### src/sv/rsa_sign_verify_modexp_top_assert.svh
// ----------------------------------------------------------------------------
// rsa_sign_verify_modexp_top_assert.svh
// assertion macros for the modular exponentiation engine
// ----------------------------------------------------------------------------
`ifndef RSA_SIGN_VERIFY_MODEXP_TOP_ASSERT_SVH
`define RSA_SIGN_VERIFY_MODEXP_TOP_ASSERT_SVH

// same-cycle implication, clocked on clk and off during rst
`define RSV_ASSERT_NOW(label, ante, cons, msg) \
  label: assert property (@(posedge clk) disable iff (rst) (ante) |-> (cons)) else $error(msg);

// next-cycle implication, clocked on clk and off during rst
`define RSV_ASSERT_NEXT(label, ante, cons, msg) \
  label: assert property (@(posedge clk) disable iff (rst) (ante) |=> (cons)) else $error(msg);

`endif

### src/sv/rsv_pkg.sv
// ----------------------------------------------------------------------------
// rsv_pkg
// shared types and reset constants of the modular exponentiation engine
// ----------------------------------------------------------------------------
package rsv_pkg;

  // sequencer states
  typedef enum logic [2:0] {
    ST_IDLE,
    ST_REDUCE,
    ST_SQUARE,
    ST_MULT,
    ST_DONE
  } rsv_state_t;

  // configuration register indexes
  typedef enum logic [1:0] {
    REG_SIGN_MODULUS    = 2'd0,
    REG_SIGN_EXPONENT   = 2'd1,
    REG_VERIFY_MODULUS  = 2'd2,
    REG_VERIFY_EXPONENT = 2'd3
  } rsv_reg_t;

  // request kinds
  localparam logic KIND_SIGN   = 1'b0;
  localparam logic KIND_VERIFY = 1'b1;

  // register reset values
  localparam logic [31:0] SIGN_MODULUS_RST    = 32'd3233;
  localparam logic [31:0] SIGN_EXPONENT_RST   = 32'd413;
  localparam logic [31:0] VERIFY_MODULUS_RST  = 32'd323;
  localparam logic [31:0] VERIFY_EXPONENT_RST = 32'd31;

  localparam int VALUE_W = 32;

endpackage

### src/sv/rsa_sign_verify_modexp_top.sv
// ----------------------------------------------------------------------------
// rsa_sign_verify_modexp_top
// sign / verify engine: bit-serial modular exponentiation under two keys
//
//  channel  dir  signals                     contents
//  s_*      in   tvalid tready tdata tuser   request: value, expected, kind
//  m_*      out  tvalid tready tdata tuser   result: power_result, matches_res
//  cfg_*    in   we index data               key registers
//
// one request at a time: the base is first reduced mod m bit-serially, then
// square-and-multiply scans all W exponent bits, each square and multiply a
// pass of the shared shift-and-add unit; the result is registered once the
// output register is free
// the result register lets the next request start while a result is stalled
// rst is synchronous; registers return to their reset keys
// ----------------------------------------------------------------------------
`include "rsa_sign_verify_modexp_top_assert.svh"

module rsa_sign_verify_modexp_top #(
  parameter int WORD_WIDTH = 32
) (
  input  logic                  clk,
  input  logic                  rst,
  input  logic                  s_tvalid,
  output logic                  s_tready,
  input  logic [63:0]           s_tdata,   // [31:0] value, [63:32] expected
  input  logic                  s_tuser,   // [0] kind
  output logic                  m_tvalid,
  input  logic                  m_tready,
  output logic [31:0]           m_tdata,   // [31:0] power_result
  output logic                  m_tuser,   // [0] matches_res
  input  logic                  cfg_we,
  input  logic [1:0]            cfg_index,
  input  logic [WORD_WIDTH-1:0] cfg_data
);
  import rsv_pkg::*;

  localparam int W  = WORD_WIDTH;
  localparam int CW = $clog2(W);

  rsv_state_t state, state_next;

  logic [W-1:0] sign_modulus, sign_exponent, verify_modulus, verify_exponent;

  logic [W-1:0]  m_r;       // active modulus
  logic [W-1:0]  e_r;       // exponent, msb first
  logic [W-1:0]  b_sr;      // serial multiplier operand, msb first
  logic [W-1:0]  mcand;     // parallel multiplicand, holds r between multiplies
  logic [W-1:0]  base;
  logic [W-1:0]  acc;
  logic [W-1:0]  expected_r;
  logic [CW-1:0] cnt;
  logic [CW-1:0] ecnt;
  logic          kind_r;
  logic          small_r;

  logic [W-1:0]  sel_mod;
  logic [W+1:0]  addend, t, m1, m2, red_wide;
  logic [W-1:0]  red, final_val;
  logic          step_last, exp_last, out_free, result_load;

  assign s_tready    = (state == ST_IDLE);
  assign out_free    = !m_tvalid || m_tready;
  assign step_last   = (cnt == CW'(W - 1));
  assign exp_last    = (ecnt == CW'(W - 1));
  assign sel_mod     = s_tuser ? verify_modulus : sign_modulus;
  assign result_load = (state == ST_DONE) && out_free;

  // one step of interleaved reduction: acc = (2*acc + digit*operand) mod m
  always_comb begin
    if (!b_sr[W-1]) begin
      addend = '0;
    end else if (state == ST_REDUCE) begin
      addend = (W+2)'(1);
    end else begin
      addend = {2'b00, mcand};
    end
    t  = {1'b0, acc, 1'b0} + addend;
    m1 = {2'b00, m_r};
    m2 = {1'b0, m_r, 1'b0};
    if (t >= m2) begin
      red_wide = t - m2;
    end else if (t >= m1) begin
      red_wide = t - m1;
    end else begin
      red_wide = t;
    end
    red       = red_wide[W-1:0];
    final_val = small_r ? '0 : mcand;
  end

  always_comb begin
    state_next = state;
    unique case (state)
      ST_IDLE: begin
        if (s_tvalid) state_next = ST_REDUCE;
      end
      ST_REDUCE: begin
        if (step_last) state_next = ST_SQUARE;
      end
      ST_SQUARE: begin
        if (step_last) begin
          if (e_r[W-1]) state_next = ST_MULT;
          else if (exp_last) state_next = ST_DONE;
        end
      end
      ST_MULT: begin
        if (step_last) state_next = exp_last ? ST_DONE : ST_SQUARE;
      end
      ST_DONE: begin
        if (out_free) state_next = ST_IDLE;
      end
      default: state_next = ST_IDLE;
    endcase
  end

  always_ff @(posedge clk) begin
    if (rst) begin
      state           <= ST_IDLE;
      m_tvalid        <= 1'b0;
      sign_modulus    <= W'(SIGN_MODULUS_RST);
      sign_exponent   <= W'(SIGN_EXPONENT_RST);
      verify_modulus  <= W'(VERIFY_MODULUS_RST);
      verify_exponent <= W'(VERIFY_EXPONENT_RST);
    end else begin
      state <= state_next;
      if (cfg_we) begin
        unique case (rsv_reg_t'(cfg_index))
          REG_SIGN_MODULUS:    sign_modulus    <= cfg_data;
          REG_SIGN_EXPONENT:   sign_exponent   <= cfg_data;
          REG_VERIFY_MODULUS:  verify_modulus  <= cfg_data;
          REG_VERIFY_EXPONENT: verify_exponent <= cfg_data;
        endcase
      end
      if (state == ST_DONE && out_free) begin
        m_tvalid <= 1'b1;
      end else if (m_tready) begin
        m_tvalid <= 1'b0;
      end
    end
  end

  always_ff @(posedge clk) begin
    unique case (state)
      ST_IDLE: begin
        if (s_tvalid) begin
          kind_r     <= s_tuser;
          expected_r <= W'(s_tdata[63:32]);
          m_r        <= sel_mod;
          e_r        <= s_tuser ? verify_exponent : sign_exponent;
          small_r    <= (sel_mod < W'(2));
          b_sr       <= W'(s_tdata[31:0]);
          acc        <= '0;
          cnt        <= '0;
        end
      end
      ST_REDUCE: begin
        acc  <= red;
        b_sr <= b_sr << 1;
        cnt  <= cnt + CW'(1);
        if (step_last) begin
          // base reduced; start with r = 1 and square it
          base  <= red;
          acc   <= '0;
          mcand <= W'(1);
          b_sr  <= W'(1);
          cnt   <= '0;
          ecnt  <= '0;
        end
      end
      ST_SQUARE: begin
        acc  <= red;
        b_sr <= b_sr << 1;
        cnt  <= cnt + CW'(1);
        if (step_last) begin
          acc   <= '0;
          cnt   <= '0;
          mcand <= red;
          if (e_r[W-1]) begin
            b_sr <= base;
          end else begin
            b_sr <= red;
            e_r  <= e_r << 1;
            ecnt <= ecnt + CW'(1);
          end
        end
      end
      ST_MULT: begin
        acc  <= red;
        b_sr <= b_sr << 1;
        cnt  <= cnt + CW'(1);
        if (step_last) begin
          acc   <= '0;
          cnt   <= '0;
          mcand <= red;
          b_sr  <= red;
          e_r   <= e_r << 1;
          ecnt  <= ecnt + CW'(1);
        end
      end
      ST_DONE: begin
        if (out_free) begin
          m_tdata <= 32'(final_val);
          m_tuser <= (kind_r == KIND_VERIFY) && (final_val == expected_r);
        end
      end
      default: begin
      end
    endcase
  end

  `RSV_ASSERT_NEXT(a_busy_after_request, s_tvalid && s_tready, !s_tready, "busy request")
  `RSV_ASSERT_NEXT(a_result_presented, result_load, m_tvalid, "result not presented")
  `RSV_ASSERT_NEXT(a_sign_no_match, result_load && kind_r == KIND_SIGN, !m_tuser, "sign flagged")
  `RSV_ASSERT_NOW(a_result_reduced, state == ST_DONE && !small_r, mcand < m_r, "not reduced")

endmodule
### config.mk
export PLATFORM = sky130hd
export DESIGN_NAME = rsa_sign_verify_modexp_top
export DESIGN_NICKNAME = d
export VERILOG_FILES = /design/src/sv/rsv_pkg.sv /design/src/sv/rsa_sign_verify_modexp_top.sv
export VERILOG_INCLUDE_DIRS = /design/src /design/src/sv
export SDC_FILE = /design/constraint.sdc
export NUM_CORES = 1
export LEC_CHECK = 0
export BUFFER_PORTS_ARGS = -buffer_cell sky130_fd_sc_hd__buf_4
export CAP_MARGIN = 30
export CORE_ASPECT_RATIO = 1.5
export CORE_UTILIZATION = 40
export DETAILED_ROUTE_END_ITERATION = 6
export HOLD_SLACK_MARGIN = 0.06
export PLACE_DENSITY_LB_ADDON = 0.1
export SETUP_SLACK_MARGIN = 0.05
export SLEW_MARGIN = 0
export SYNTH_ARGS = -nofsm -noshare
export SYNTH_HDL_FRONTEND = slang
export SYNTH_SLANG_ARGS = --single-unit
### constraint.sdc
create_clock -name clk -period 13.01 [get_ports clk]
set_clock_uncertainty 0.15 [all_clocks]
set_input_delay 0 -clock clk [delete_from_list [all_inputs] [get_ports clk]]
set_output_delay 0 -clock clk [all_outputs]
set_load 0.005 [all_outputs]
==> impl_metrics.env <==
export IMPL_synth_cells=2371
export IMPL_min_period_over_period_pct=64.3
export IMPL_grt_use_total_pct=26.6
export IMPL_die_x_um=195
export IMPL_crit_chain="nor3b_1 -> nor2b_1 -> buf_4 -> and2_1 -> ha_1 -> a21o_1 -> a21oi_1 -> a211oi_1 -> o21bai_1 -> and2_1 -> o21ai_0 -> mux2_2 -> and2_1 -> ha_1 -> nand3_1 -> nor4_1 -> nand4_1 -> and3b_1 -> a211oi_1 -> or2_1 -> buf_4 -> mux2i_1 -> inv_1 -> o221a_2"
export IMPL_r2r_start="state[2]"
export IMPL_root_buffer="clkbuf_16"
export IMPL_worstMarginPinSlew_ns=1.05
export IMPL_startpoint_type="flip-flop"
export IMPL_critical_path_arrival_ns=8.55
export IMPL_nets=2820
export IMPL_crit_path_max_fanout=41
export IMPL_cp_common_cell="and2_1"
export IMPL_fillCellCount=5193
export IMPL_required_ns=13.20
export IMPL_min_from="cfg_data[0]"
export IMPL_holdPathEnd="sign_exponent[0]"
export IMPL_area_delta_synth_final_pct=20.2
export IMPL_final_cells=3344
export IMPL_setup_violations_final=0
export IMPL_synth_top_area_share_pct=36.1
export IMPL_start_util_pct=40.7
export IMPL_fp_row_count=105
export IMPL_synth_seq_cells=401
export IMPL_clock_fmax_ghz=0.120
export IMPL_dpl_cell_area_mm2=0.0241
export IMPL_rrSetupSlack_ns=4.65
export IMPL_drt_initial_drc_count=1200
export IMPL_htree_num_levels=2
export IMPL_ys_types=77
export IMPL_min_period_ns=8.36
export IMPL_clk_latency_ns=0.59
export IMPL_drtAntennaViolNets=0
export IMPL_via_count=18500
export IMPL_numClockSinks=401
export IMPL_synth_warnings=0
export IMPL_crit_type="flip-flop to flip-flop"
export IMPL_first_pass_iters=5
export IMPL_remaining_drc_errors=0
export IMPL_synth_edff_count=269
export IMPL_final_common_cell="nand2_1"
export IMPL_postLayoutCellArea_mm2=0.0269
export IMPL_cp_slowest_stage_delay_ns=0.85
export IMPL_final_max_slew_viol_count=0
export IMPL_overflow=0
export IMPL_synthTopCellsByArea="edfxtp_1 (36%), dfxtp_1 (12%), nand2_1 (6.8%), a21oi_1 (5.8%), ha_1 (5.5%)"
export IMPL_cts_tree="built"
export IMPL_layout_common_cells="nand2_1 (408), edfxtp_1 (269), a21oi_1 (255)"
export IMPL_whs_path_depth=4
export IMPL_die_h_um=292
export IMPL_crit_family="simple AND/OR/NAND/NOR gates"
export IMPL_dr_wl_met2_um=41200
export IMPL_slowest_stage="mux2i_1"
export IMPL_hp_class="input pin to flip-flop"
export IMPL_end_kind="flip-flop"
export IMPL_synth_largest_area_cell="edfxtp_1"
export IMPL_syn_area_per_cell_um2=9.43
export IMPL_clk_transition_reported_paths_ns=0.06
export IMPL_path_buf_inv=3
export IMPL_ys_seq_area_share_pct=47.9
export IMPL_avgViaCountPerCell=5.54
export IMPL_cts_buffers=43
export IMPL_max_cap_violations=0
export IMPL_dr_wl_met3_um=2720
export IMPL_slew_headroom_pct=29.9
export IMPL_syn_cell_area_mm2=0.0224
export IMPL_syn_num_nets=2577
export IMPL_max_clock_path_buffers=3
export IMPL_antenna_found_initial=1
export IMPL_port_buffers=138
export IMPL_grt_pass1_vias=18300
export IMPL_dp_cells=3120
export IMPL_post_cts_buffers=0
export IMPL_grt_pass1_wl_um=114000
export IMPL_wl_met1_um=28800
export IMPL_reg2reg_depth=24
export IMPL_tns_ns=0
export IMPL_cts_resized=0
export IMPL_synthArstFlopShare_pct=0
export IMPL_hpwl_um=56400
export IMPL_gp_congestion=0.940
export IMPL_routed_wl_um=76100
export IMPL_drive_gt1_share_pct=12.2
export IMPL_status="complete, no violations"
export IMPL_grt_max_degree=87
export IMPL_ios=139
export IMPL_synth_ff_type="edfxtp_1"
export IMPL_dieArea_mm2=0.0569
export IMPL_timing_rr_end="b_sr[15]"
export IMPL_highest_layer="met4"
export IMPL_final_hold_viol_count=0
export IMPL_grt_setup_unrepaired="no"
export IMPL_wl_per_cell_um=22.8
export IMPL_core_mm2=0.0549
[worst min-delay path: stages]
cell and delay (ns):
dlygate4sd3_1 0.52, buf_4 0.14, nand2_1 0.05, nand3b_1 0.06
[cells in the mapped netlist (8+ instances only)]
master and number:
ha_1 99, xnor2_1 69, nand3b_1 25, and2_1 41, dfxtp_1 132, edfxtp_1 269
nand3_1 32, o21ai_1 18, a21oi_1 258, nand2_1 408, nand2b_1 28, nor3_1 40
inv_1 91, nand4_1 17, a211oi_1 18, a21o_1 48, or3_1 14, nor4_1 13
mux2i_1 45, xor2_1 30, o221ai_1 10, nor2_1 155, a21boi_0 9, or2_2 8
o31ai_1 9, o21a_1 16, mux2_2 48, nor2b_1 54, a31oi_1 18, nor3b_1 16
o21ai_0 109, clkbuf_1 92, o211ai_1 8, and3_1 24
[how the worst max path moves through the flow]
stage	start	endpoint	slack (ns)	depth (start not counted)
floorplan	state[1]	b_sr[12]	7.17	27
global placement	state[2]	b_sr[15]	4.92	25
detailed placement	state[2]	b_sr[15]	4.80	24
CTS	state[2]	b_sr[15]	4.78	24
global route	state[2]	b_sr[15]	4.29	25
finish	state[2]	b_sr[15]	4.65	24
[stage by stage]
stage	hold WS, ns	worst slack, ns	util (%)
6_report	0.0841	4.65	49.0
4_1_cts	0.0619	4.78	48.9
3_5_place_dp	0.0294	4.80	43.9
3_3_place_gp	0.0301	4.92	43.8
2_1_floorplan	-0.0511	7.17	-
5_1_grt	0.0970	4.29	49.0
[layer usage]
layer / track usage (%) / up-vias
li1: - / 8908
met1: 29.5 / 8965
met2: 50.8 / 525
met3: 2.52 / 128
met4: 11.8 / 0
met5: 0 / -
[logic make-up (layout without fill, tap and decap cells)]
group	count (synthesis)	after routing	synth area share, %
compound gates	580	580	15.6
mux	94	94	4.50
buf+inv	204	481	3.67
xor+xnor	99	99	3.88
other cells	0	1	0
fa+ha+maj	102	102	5.81
simple gates	891	891	18.6
flops	401	401	47.9
[flip-flops by register name, indices dropped and copies added (netlist names), 3 cells and up]
signal / cells
m_tdata: 32
sign_exponent: 32
mcand: 32
sign_modulus: 32
cnt: 5
verify_exponent: 32
ecnt: 5
base: 32
e_r: 32
acc: 32
m_r: 32
verify_modulus: 32
state: 3
expected_r: 32
b_sr: 32
[cell type report]
class                   count  area [um2]  area share, %
diodes                      1        2.50        0.00931
flip-flops and latches    401       10700           39.9
inverters                  91         342           1.27
well taps                 695         870           3.23
clock buffers              60        1160           4.31
repair buffers            311        2730           10.1
multi-input cells        1766       10900           40.5
clock inverters            19         166          0.619
[timing repair]
| item | CTS | global route |
|---|---|---|
| hold buffers | 142 | 0 |
| hold endpoints to repair | 213 | 0 |
| endpoints found under the setup margin | 0 | 0 |
Power is left out: the tool's default activity adds up to more than one toggle a clock period on the data nets, which glitch-free logic cannot reach.
